<file path="config.mk">
export PLATFORM = sky130hd
export DESIGN_NAME = hop_count_route_table_core
export DESIGN_NICKNAME = d
export VERILOG_FILES = /design/src/hdl/hcrt_pkg.sv /design/src/hdl/hcrt_ram.sv /design/src/hdl/hcrt_occupancy.sv /design/src/hdl/hop_count_route_table_core.sv
export SDC_FILE = /design/constraint.sdc
export NUM_CORES = 1
export LEC_CHECK = 0
export BUFFER_PORTS_ARGS = -buffer_cell sky130_fd_sc_hd__buf_2
export CORE_AREA = 2 2 331 333
export CTS_CLUSTER_SIZE = 20
export DETAILED_ROUTE_END_ITERATION = 6
export DIE_AREA = 0 0 333 335
export GPL_ROUTABILITY_DRIVEN = 0
export GPL_TIMING_DRIVEN = 0
export PLACE_DENSITY = 0.71
export SKIP_LAST_GASP = 1
export SLEW_MARGIN = 20
export SYNTH_ARGS = -nofsm -noshare
export SYNTH_HDL_FRONTEND = slang
export SYNTH_HIERARCHICAL = 1
export SYNTH_SLANG_ARGS = --single-unit
export TNS_END_PERCENT = 20
</file>
<file path="constraint.sdc">
create_clock -name aclk -period 14.3 [get_ports aclk]
set_clock_uncertainty 0.15 [all_clocks]
set_input_delay 0.715 -clock aclk [delete_from_list [all_inputs] [get_ports aclk]]
set_output_delay 0.715 -clock aclk [all_outputs]
set_load 0.005 [all_outputs]
</file>
<file path="src/hdl/hcrt_pkg.sv">
`default_nettype none

package hcrt_pkg;

    typedef enum logic [1:0] {
        KIND_INSERT = 2'd0,
        KIND_DELETE = 2'd1,
        KIND_UPDATE = 2'd2,
        KIND_QUERY  = 2'd3
    } hcrt_kind_t;

    typedef enum logic [1:0] {
        ST_OK        = 2'd0,
        ST_PRESENT   = 2'd1,
        ST_NOT_FOUND = 2'd2,
        ST_FULL      = 2'd3
    } hcrt_status_t;

    localparam logic [15:0] MISS_HOPS = 16'd9999;
    localparam logic [31:0] MISS_GW   = 32'd0;

    // one table slot as held in the entry RAM
    typedef struct packed {
        logic [31:0] key;
        logic [31:0] gateway;
        logic [15:0] hops;
    } hcrt_entry_t;

    localparam int ENTRY_W = $bits(hcrt_entry_t);

    // occupancy update for one slot
    typedef struct packed {
        logic set;
        logic clr;
    } hcrt_occ_cmd_t;

endpackage

`default_nettype wire

</file>
<file path="src/hdl/hcrt_ram.sv">
`default_nettype none

module hcrt_ram #(
    parameter int WIDTH = 8,
    parameter int DEPTH = 16,
    localparam int AW = (DEPTH > 1) ? $clog2(DEPTH) : 1
) (
    input  wire logic             aclk,
    input  wire logic             we,
    input  wire logic [AW-1:0]    waddr,
    input  wire logic [WIDTH-1:0] wdata,
    input  wire logic             re,
    input  wire logic [AW-1:0]    raddr,
    output logic      [WIDTH-1:0] rdata
);

    logic [WIDTH-1:0] mem [DEPTH];

    always_ff @(posedge aclk) begin
        if (we) begin
            mem[waddr] <= wdata;
        end
        if (re) begin
            rdata <= mem[raddr];
        end
    end

endmodule

`default_nettype wire

</file>
<file path="src/hdl/hcrt_occupancy.sv">
`default_nettype none

module hcrt_occupancy
    import hcrt_pkg::*;
#(
    parameter int DEPTH = 16,
    localparam int IW = (DEPTH > 1) ? $clog2(DEPTH) : 1,
    localparam int CW = $clog2(DEPTH + 1)
) (
    input  wire logic          aclk,
    input  wire logic          aresetn,
    input  wire logic [IW-1:0] rd_idx,
    output logic               rd_valid,
    input  wire hcrt_occ_cmd_t cmd,
    input  wire logic [IW-1:0] wr_idx,
    output logic      [CW-1:0] count,
    output logic      [CW-1:0] count_next
);

    logic [DEPTH-1:0] valid_reg;
    logic [DEPTH-1:0] valid_next;
    logic [CW-1:0]    count_reg;

    assign rd_valid = valid_reg[rd_idx];
    assign count    = count_reg;

    always_comb begin
        valid_next = valid_reg;
        count_next = count_reg;
        if (cmd.set) begin
            valid_next[wr_idx] = 1'b1;
            count_next         = CW'(count_reg + 1'b1);
        end else if (cmd.clr) begin
            valid_next[wr_idx] = 1'b0;
            count_next         = CW'(count_reg - 1'b1);
        end
    end

    always_ff @(posedge aclk) begin
        if (!aresetn) begin
            valid_reg <= '0;
            count_reg <= '0;
        end else begin
            valid_reg <= valid_next;
            count_reg <= count_next;
        end
    end

`ifndef ASSERT_OFF
    a_set_clr_excl: assert property (@(posedge aclk) disable iff (!aresetn)
        !(cmd.set && cmd.clr))
        else $error("occupancy set and clear in same cycle");

    a_set_free_only: assert property (@(posedge aclk) disable iff (!aresetn)
        cmd.set |-> !valid_reg[wr_idx])
        else $error("set on occupied slot");

    a_clr_used_only: assert property (@(posedge aclk) disable iff (!aresetn)
        cmd.clr |-> valid_reg[wr_idx])
        else $error("clear on free slot");
`endif

endmodule

`default_nettype wire

</file>
<file path="src/hdl/hop_count_route_table_core.sv">
`default_nettype none

// Route table core: one request in, one result out.
// A request is accepted in S_IDLE, scanned in S_SCAN and answered in S_DECIDE, where
// the result waits for a free output register. A new request is taken only in S_IDLE,
// after the linear scan of the entry RAM read port (one slot per cycle) and decide/write.
// Reset: synchronous; slot valid bits and count are cleared directly, no sweep.
// Entry RAM contents are left as they are; only valid slots can match a key.
module hop_count_route_table_core
    import hcrt_pkg::*;
#(
    parameter int TABLE_DEPTH = 16
) (
    input  wire logic        aclk,
    input  wire logic        aresetn,

    input  wire logic        s_valid,
    output logic             s_ready,
    input  wire logic [1:0]  s_kind,
    input  wire logic [31:0] s_dest_addr,
    input  wire logic [31:0] s_next_hop,
    input  wire logic [15:0] s_hop_count,

    output logic             m_valid,
    input  wire logic        m_ready,
    output logic [1:0]       m_status,
    output logic [15:0]      m_hops_out,
    output logic [31:0]      m_gateway_out,
    output logic [4:0]       m_entry_count
);

    localparam int IW = (TABLE_DEPTH > 1) ? $clog2(TABLE_DEPTH) : 1;
    localparam int CW = $clog2(TABLE_DEPTH + 1);
    localparam logic [IW-1:0] LAST_IDX = IW'(TABLE_DEPTH - 1);

    typedef enum logic [1:0] {
        S_IDLE,
        S_SCAN,
        S_DECIDE
    } state_t;

    state_t        state_reg, state_next;
    hcrt_kind_t    kind_reg, kind_next;
    logic [31:0]   key_reg, key_next;
    logic [31:0]   gw_reg, gw_next;
    logic [15:0]   hops_reg, hops_next;

    logic [IW-1:0] issue_idx_reg, issue_idx_next;
    logic          issue_done_reg, issue_done_next;
    logic          chk_vld_reg, chk_vld_next;
    logic [IW-1:0] chk_idx_reg, chk_idx_next;

    logic          hit_reg, hit_next;
    logic [IW-1:0] hit_idx_reg, hit_idx_next;
    logic [31:0]   hit_gw_reg, hit_gw_next;
    logic [15:0]   hit_hops_reg, hit_hops_next;
    logic          free_reg, free_next;
    logic [IW-1:0] free_idx_reg, free_idx_next;

    logic          m_valid_reg, m_valid_next;
    hcrt_status_t  status_reg, status_next;
    logic [15:0]   hops_out_reg, hops_out_next;
    logic [31:0]   gw_out_reg, gw_out_next;
    logic [4:0]    count_out_reg, count_out_next;

    // RAM and occupancy hookup
    logic          ram_re;
    logic          ram_we;
    logic [IW-1:0] ram_waddr;
    hcrt_entry_t   ram_wdata;
    hcrt_entry_t   ram_rdata;
    logic          slot_valid;
    hcrt_occ_cmd_t occ_cmd;
    logic [CW-1:0] occ_count;
    logic [CW-1:0] occ_count_next;
    logic [31:0]   count_wide;

    logic          out_load;
    hcrt_status_t  res_status;
    logic [15:0]   res_hops;
    logic [31:0]   res_gw;

    hcrt_ram #(
        .WIDTH (ENTRY_W),
        .DEPTH (TABLE_DEPTH)
    ) u_entry_ram (
        .aclk  (aclk),
        .we    (ram_we),
        .waddr (ram_waddr),
        .wdata (ram_wdata),
        .re    (ram_re),
        .raddr (issue_idx_reg),
        .rdata (ram_rdata)
    );

    hcrt_occupancy #(
        .DEPTH (TABLE_DEPTH)
    ) u_occupancy (
        .aclk       (aclk),
        .aresetn    (aresetn),
        .rd_idx     (chk_idx_reg),
        .rd_valid   (slot_valid),
        .cmd        (occ_cmd),
        .wr_idx     (ram_waddr),
        .count      (occ_count),
        .count_next (occ_count_next)
    );

    assign s_ready       = (state_reg == S_IDLE);
    assign m_valid       = m_valid_reg;
    assign m_status      = status_reg;
    assign m_hops_out    = hops_out_reg;
    assign m_gateway_out = gw_out_reg;
    assign m_entry_count = count_out_reg;

    assign ram_re     = (state_reg == S_SCAN) && !issue_done_reg;
    assign out_load   = (state_reg == S_DECIDE) && (!m_valid_reg || m_ready);
    // count is reported modulo 32
    assign count_wide = 32'(occ_count_next);

    // decide: result and table write for the scanned request
    always_comb begin
        ram_we      = 1'b0;
        ram_waddr   = free_idx_reg;
        ram_wdata   = '{key: key_reg, gateway: gw_reg, hops: 16'd0};
        occ_cmd     = '{set: 1'b0, clr: 1'b0};
        res_status  = ST_OK;
        res_hops    = 16'd0;
        res_gw      = 32'd0;
        unique case (kind_reg)
            KIND_INSERT: begin
                if (hit_reg) begin
                    res_status = ST_PRESENT;
                end else if (!free_reg) begin
                    res_status = ST_FULL;
                end else begin
                    ram_we      = out_load;
                    occ_cmd.set = out_load;
                end
            end
            KIND_DELETE: begin
                ram_waddr = hit_idx_reg;
                if (!hit_reg) begin
                    res_status = ST_NOT_FOUND;
                end else begin
                    occ_cmd.clr = out_load;
                end
            end
            KIND_UPDATE: begin
                ram_wdata.hops = hops_reg;
                if (hit_reg) begin
                    ram_waddr = hit_idx_reg;
                    ram_we    = out_load;
                end else if (free_reg) begin
                    ram_we      = out_load;
                    occ_cmd.set = out_load;
                end else begin
                    res_status = ST_FULL;
                end
            end
            KIND_QUERY: begin
                if (hit_reg) begin
                    res_hops = hit_hops_reg;
                    res_gw   = hit_gw_reg;
                end else begin
                    res_status = ST_NOT_FOUND;
                    res_hops   = MISS_HOPS;
                    res_gw     = MISS_GW;
                end
            end
            default: begin
                res_status = ST_OK;
            end
        endcase
    end

    always_comb begin
        state_next      = state_reg;
        kind_next       = kind_reg;
        key_next        = key_reg;
        gw_next         = gw_reg;
        hops_next       = hops_reg;
        issue_idx_next  = issue_idx_reg;
        issue_done_next = issue_done_reg;
        chk_vld_next    = 1'b0;
        chk_idx_next    = chk_idx_reg;
        hit_next        = hit_reg;
        hit_idx_next    = hit_idx_reg;
        hit_gw_next     = hit_gw_reg;
        hit_hops_next   = hit_hops_reg;
        free_next       = free_reg;
        free_idx_next   = free_idx_reg;
        m_valid_next    = m_valid_reg;
        status_next     = status_reg;
        hops_out_next   = hops_out_reg;
        gw_out_next     = gw_out_reg;
        count_out_next  = count_out_reg;

        if (m_valid_reg && m_ready) begin
            m_valid_next = 1'b0;
        end

        unique case (state_reg)
            S_IDLE: begin
                if (s_valid) begin
                    kind_next       = hcrt_kind_t'(s_kind);
                    key_next        = s_dest_addr;
                    gw_next         = s_next_hop;
                    hops_next       = s_hop_count;
                    issue_idx_next  = '0;
                    issue_done_next = 1'b0;
                    hit_next        = 1'b0;
                    free_next       = 1'b0;
                    state_next      = S_SCAN;
                end
            end
            S_SCAN: begin
                // read slot issue_idx; its data is checked next cycle
                if (!issue_done_reg) begin
                    chk_vld_next   = 1'b1;
                    chk_idx_next   = issue_idx_reg;
                    issue_idx_next = IW'(issue_idx_reg + 1'b1);
                    if (issue_idx_reg == LAST_IDX) begin
                        issue_done_next = 1'b1;
                    end
                end
                if (chk_vld_reg) begin
                    if (slot_valid && (ram_rdata.key == key_reg)) begin
                        hit_next      = 1'b1;
                        hit_idx_next  = chk_idx_reg;
                        hit_gw_next   = ram_rdata.gateway;
                        hit_hops_next = ram_rdata.hops;
                    end
                    // lowest free slot wins
                    if (!slot_valid && !free_reg) begin
                        free_next     = 1'b1;
                        free_idx_next = chk_idx_reg;
                    end
                    if (chk_idx_reg == LAST_IDX) begin
                        state_next = S_DECIDE;
                    end
                end
            end
            S_DECIDE: begin
                if (out_load) begin
                    m_valid_next   = 1'b1;
                    status_next    = res_status;
                    hops_out_next  = res_hops;
                    gw_out_next    = res_gw;
                    count_out_next = count_wide[4:0];
                    state_next     = S_IDLE;
                end
            end
            default: begin
                state_next = S_IDLE;
            end
        endcase
    end

    always_ff @(posedge aclk) begin
        if (!aresetn) begin
            state_reg      <= S_IDLE;
            issue_done_reg <= 1'b0;
            chk_vld_reg    <= 1'b0;
            m_valid_reg    <= 1'b0;
        end else begin
            state_reg      <= state_next;
            issue_done_reg <= issue_done_next;
            chk_vld_reg    <= chk_vld_next;
            m_valid_reg    <= m_valid_next;
        end
        kind_reg      <= kind_next;
        key_reg       <= key_next;
        gw_reg        <= gw_next;
        hops_reg      <= hops_next;
        issue_idx_reg <= issue_idx_next;
        chk_idx_reg   <= chk_idx_next;
        hit_reg       <= hit_next;
        hit_idx_reg   <= hit_idx_next;
        hit_gw_reg    <= hit_gw_next;
        hit_hops_reg  <= hit_hops_next;
        free_reg      <= free_next;
        free_idx_reg  <= free_idx_next;
        status_reg    <= status_next;
        hops_out_reg  <= hops_out_next;
        gw_out_reg    <= gw_out_next;
        count_out_reg <= count_out_next;
    end

`ifndef ASSERT_OFF
    a_count_bound: assert property (@(posedge aclk) disable iff (!aresetn)
        occ_count <= CW'(TABLE_DEPTH))
        else $error("entry count above table depth");

    a_accept_scans: assert property (@(posedge aclk) disable iff (!aresetn)
        (s_valid && s_ready) |=> (state_reg == S_SCAN))
        else $error("accepted request did not start a scan");

    a_load_shows: assert property (@(posedge aclk) disable iff (!aresetn)
        out_load |=> (m_valid_reg && (state_reg == S_IDLE)))
        else $error("result load did not raise m_valid");

    a_write_only_decide: assert property (@(posedge aclk) disable iff (!aresetn)
        (ram_we || occ_cmd.set || occ_cmd.clr) |-> out_load)
        else $error("table written outside result load");
`endif

endmodule

`default_nettype wire
</file>
==> results.cfg <==
[outcome]
status = finished clean

[yosys]
yosysSeqAreaShare_pct = 80.6
syn_area_sq_um = 58900
synth_edf_count = 1563
synthFlopType = edfxtp_1
synth.avg_cell_area_sq_um = 22.8
syn-num-nets = 2678
ys_ff_latch = 1589
yosys_warnings = 6
syn_inst = 2585
synthDistinctLibCells = 50
async_flop_share_pct = 0

[cts]
cts-resized-gates = 0
htreeDepth = 4
cts-buffers-inserted = 157
cts_sinks = 1589
clk_latency_ns = 0.76
postCtsSetupRepairBufs = 0
cts_tree = built
clk_pin_slew_worst_paths_ns = 0.06
cts.path.max_buffers = 3
cts_root_buf = clkbuf_16

[finish]
final_nets = 3166
n_fill_cell = 7005
top_regs = u_entry_ram/mem x1280, u_entry_ram/rdata x80
regArea_sq_um = 47500
layout-drive-gt1-share_pct = 27.3
syn_to_final_growth_pct = 17.4
n_antenna_cell = 0
multi_input_area_sq_um = 10900
final_cell_area_sq_um = 69100
top_register = u_entry_ram/mem
largest_reg_flops = 1280

[grt]
grt_max_degree = 54
grt_pass1_vias = 29686
grtUsageTotal_pct = 25.1
grt_overflow = 0
grt_pass1_wl_mm = 201
antenna_found_initial = 2

[critical_path]
rr_startpoint = kind_reg[0]
cp_max_fo = 11
critical_path_class = flip-flop to flip-flop
endpoint_kind = flip-flop
reg2reg_slack_ns = 9.31
slowest_stage = nor3_2
path_buf_inv = 7
start_kind = flip-flop
critical_path.top_delay_family = buffers and inverters
worstReg2RegEnd = u_entry_ram/mem[12][32]
rr_worst_depth = 12
max_stage_delay_ns = 0.80
crit_path_frequent_cell = buf_4
worstPathArrival_ns = 5.29
required_ns = 14.60
path_cells = inv_1 > ha_1 > clkbuf_1 > nand2_1 > o211ai_1 > nand3_1 > nor3_2 > buf_4 > buf_6 > buf_4 > buf_4 > buf_4

[detailed_routing]
wl_mm = 138
routedWlPerCell_microns = 29.9
drtPass1Iterations = 6
drc = 0
via_per_inst = 6.29
antenna_left = 0
drt_iter0_markers = 3504
num_vias = 29017

[floorplan]
rows = 121
start_util_pct = 54.5
core-area_sq_um = 108000
io-pin-count = 143
fp.dieH_microns = 335
dieArea_sq_um = 112000
die_w_microns = 333

[hold_path]
hp-class = primary input to flip-flop
whs_endpoint = key_reg[20]
hold_start = s_dest_addr[20]
whs_path_depth = 1

[timing]
worst_pin_slew_ns = 1.14
slew_viol_final = 0
slew_headroom_pct = 23.9
rsz0062_at_grt = no
setup_viol = 0
fmax_ghz = 0.200
fin_crit_sh_pct = 34.9
holdWs_ns = 0.0306
hold_viol = 0
min_period_ns = 4.99

[placed_design]
post-dp-hpwl_mm = 87.6
io_buffers = 142
post_dp_cell_area_sq_um = 63600

[job]
cap_violations = 0

[power_and_ir_drop]
ir_drop_v = 0.000111
power_density_nw_per_um2 = 143
leakagePower_nw = 22.3
==> per-stage QoR <==
stage	std cells	power, mW	setup TNS [ns]	util (%)	setup slack (ns)
final	4616	9.86	0	63.9	9.31
after global routing	4616	10.1	0	63.9	9.22
after CTS	4616	9.93	0	63.9	9.48
after detailed placement	4263	6.01	0	58.8	9.55
after global placement	4141	5.99	-329.50	56.8	-1.30
after floorplan	2585	5.76	0	-	6.18
==> cells in the mapped netlist (6+ instances only) <==
cell / number / share of area (%)
a22oi_1: 160 / 2.0
nor2b_1: 15 / 0.16
nand3_1: 12 / 0.10
o21a_1: 8 / 0.10
xor2_1: 6 / 0.089
edfxtp_1: 1563 / 80
nand4_1: 8 / 0.085
a21boi_0: 7 / 0.089
buf_2: 26 / 0.22
and3_1: 44 / 0.47
buf_6: 14 / 0.27
and2_1: 25 / 0.27
ha_1: 7 / 0.15
nand2_1: 96 / 0.61
buf_1: 28 / 0.18
o21ai_0: 11 / 0.094
nor2_1: 27 / 0.17
nand2b_1: 9 / 0.096
nor3_1: 16 / 0.14
clkbuf_1: 56 / 0.36
inv_1: 11 / 0.070
mux2i_1: 13 / 0.22
xnor2_1: 31 / 0.46
a21oi_1: 6 / 0.051
mux4_2: 320 / 12
dfxtp_1: 26 / 0.88
==> timing repair <==
item	CTS	global route
setup endpoints to repair	0	0
hold endpoints to repair	65	0
hold buffers	65	0
==> worst register-to-register path: stages (launching register included) <==
cell	delay, ns
edfxtp_1	0.45
inv_1	0.12
ha_1	0.24
clkbuf_1	0.58
nand2_1	0.21
o211ai_1	0.44
nand3_1	0.56
nor3_2	0.80
buf_4	0.34
buf_6	0.17
buf_4	0.22
buf_4	0.20
buf_4	0.20
==> cell usage in the layout, fill, tap and decap left out, types with 28 or more instances in the layout <==
master and count:
buf_2 168, and3_1 44, xnor2_1 31, dlygate4sd3_1 65
clkbuf_1 93, clkinv_1 36, buf_12 29, clkbuf_16 159
edfxtp_1 1563, a22oi_1 160, nand2_1 96, buf_4 50
buf_1 28, mux4_2 320, clkinv_2 29, buf_16 37
==> per-layer routing <==
metal | vias to the layer above | routed length, microns | global-route usage (%)
met5 | - | 0 | 0
met4 | 0 | 4270 | 8.40
met3 | 293 | 14300 | 5.15
met2 | 1702 | 66600 | 40.2
met1 | 15140 | 52900 | 35.1
li1 | 11882 | - | -
==> worst max-delay path by stage <==
stage / endpoint / cells past startpoint / slack [ns] / startpoint
3_5_place_dp: u_entry_ram/mem[12][32] / 12 / 9.55 / kind_reg[0]
2_1_floorplan: u_entry_ram/mem[0][0] / 9 / 6.18 / kind_reg[0]
4_1_cts: u_entry_ram/mem[12][32] / 12 / 9.48 / kind_reg[0]
5_1_grt: u_entry_ram/mem[12][31] / 14 / 9.22 / kind_reg[0]
6_report: u_entry_ram/mem[12][32] / 12 / 9.31 / kind_reg[0]
3_3_place_gp: u_entry_ram/mem[0][32] / 7 / -1.30 / hit_reg
==> report_power, final <==
group / total [mW] / internal (mW) / leakage [nW] / switching, mW
clock: 3.93 / 2.23 / 2.40 / 1.70
combinational: 0.684 / 0.294 / 5.50 / 0.390
sequential: 5.25 / 5.19 / 14.4 / 0.0631
total: 9.86 / 7.71 / 22.3 / 2.15
==> logic make-up (layout without fill, tap and decap cells) <==
family,Yosys count,after routing,share of synthesized area (%)
DFF,1589,1589,80.6
AOI/OAI and AO/OA,203,203,2.52
adders and majority gates,7,7,0.149
muxes,337,337,12.6
and+or+nand+nor,269,269,2.34
xor gates and xnor gates,38,38,0.578
buffers and inverters,142,759,1.18
==> layout make-up <==
cell class,count,area share (%)
sequential,1589,68.7
timing repair buffer,329,4.97
clock buffer,196,5.96
clock inverter,92,1.13
multi-input combinational,854,15.7
tap,1414,2.56
buffer,129,0.927
inverter,13,0.0851
Note: power is estimated with default switching activity, not from simulation.
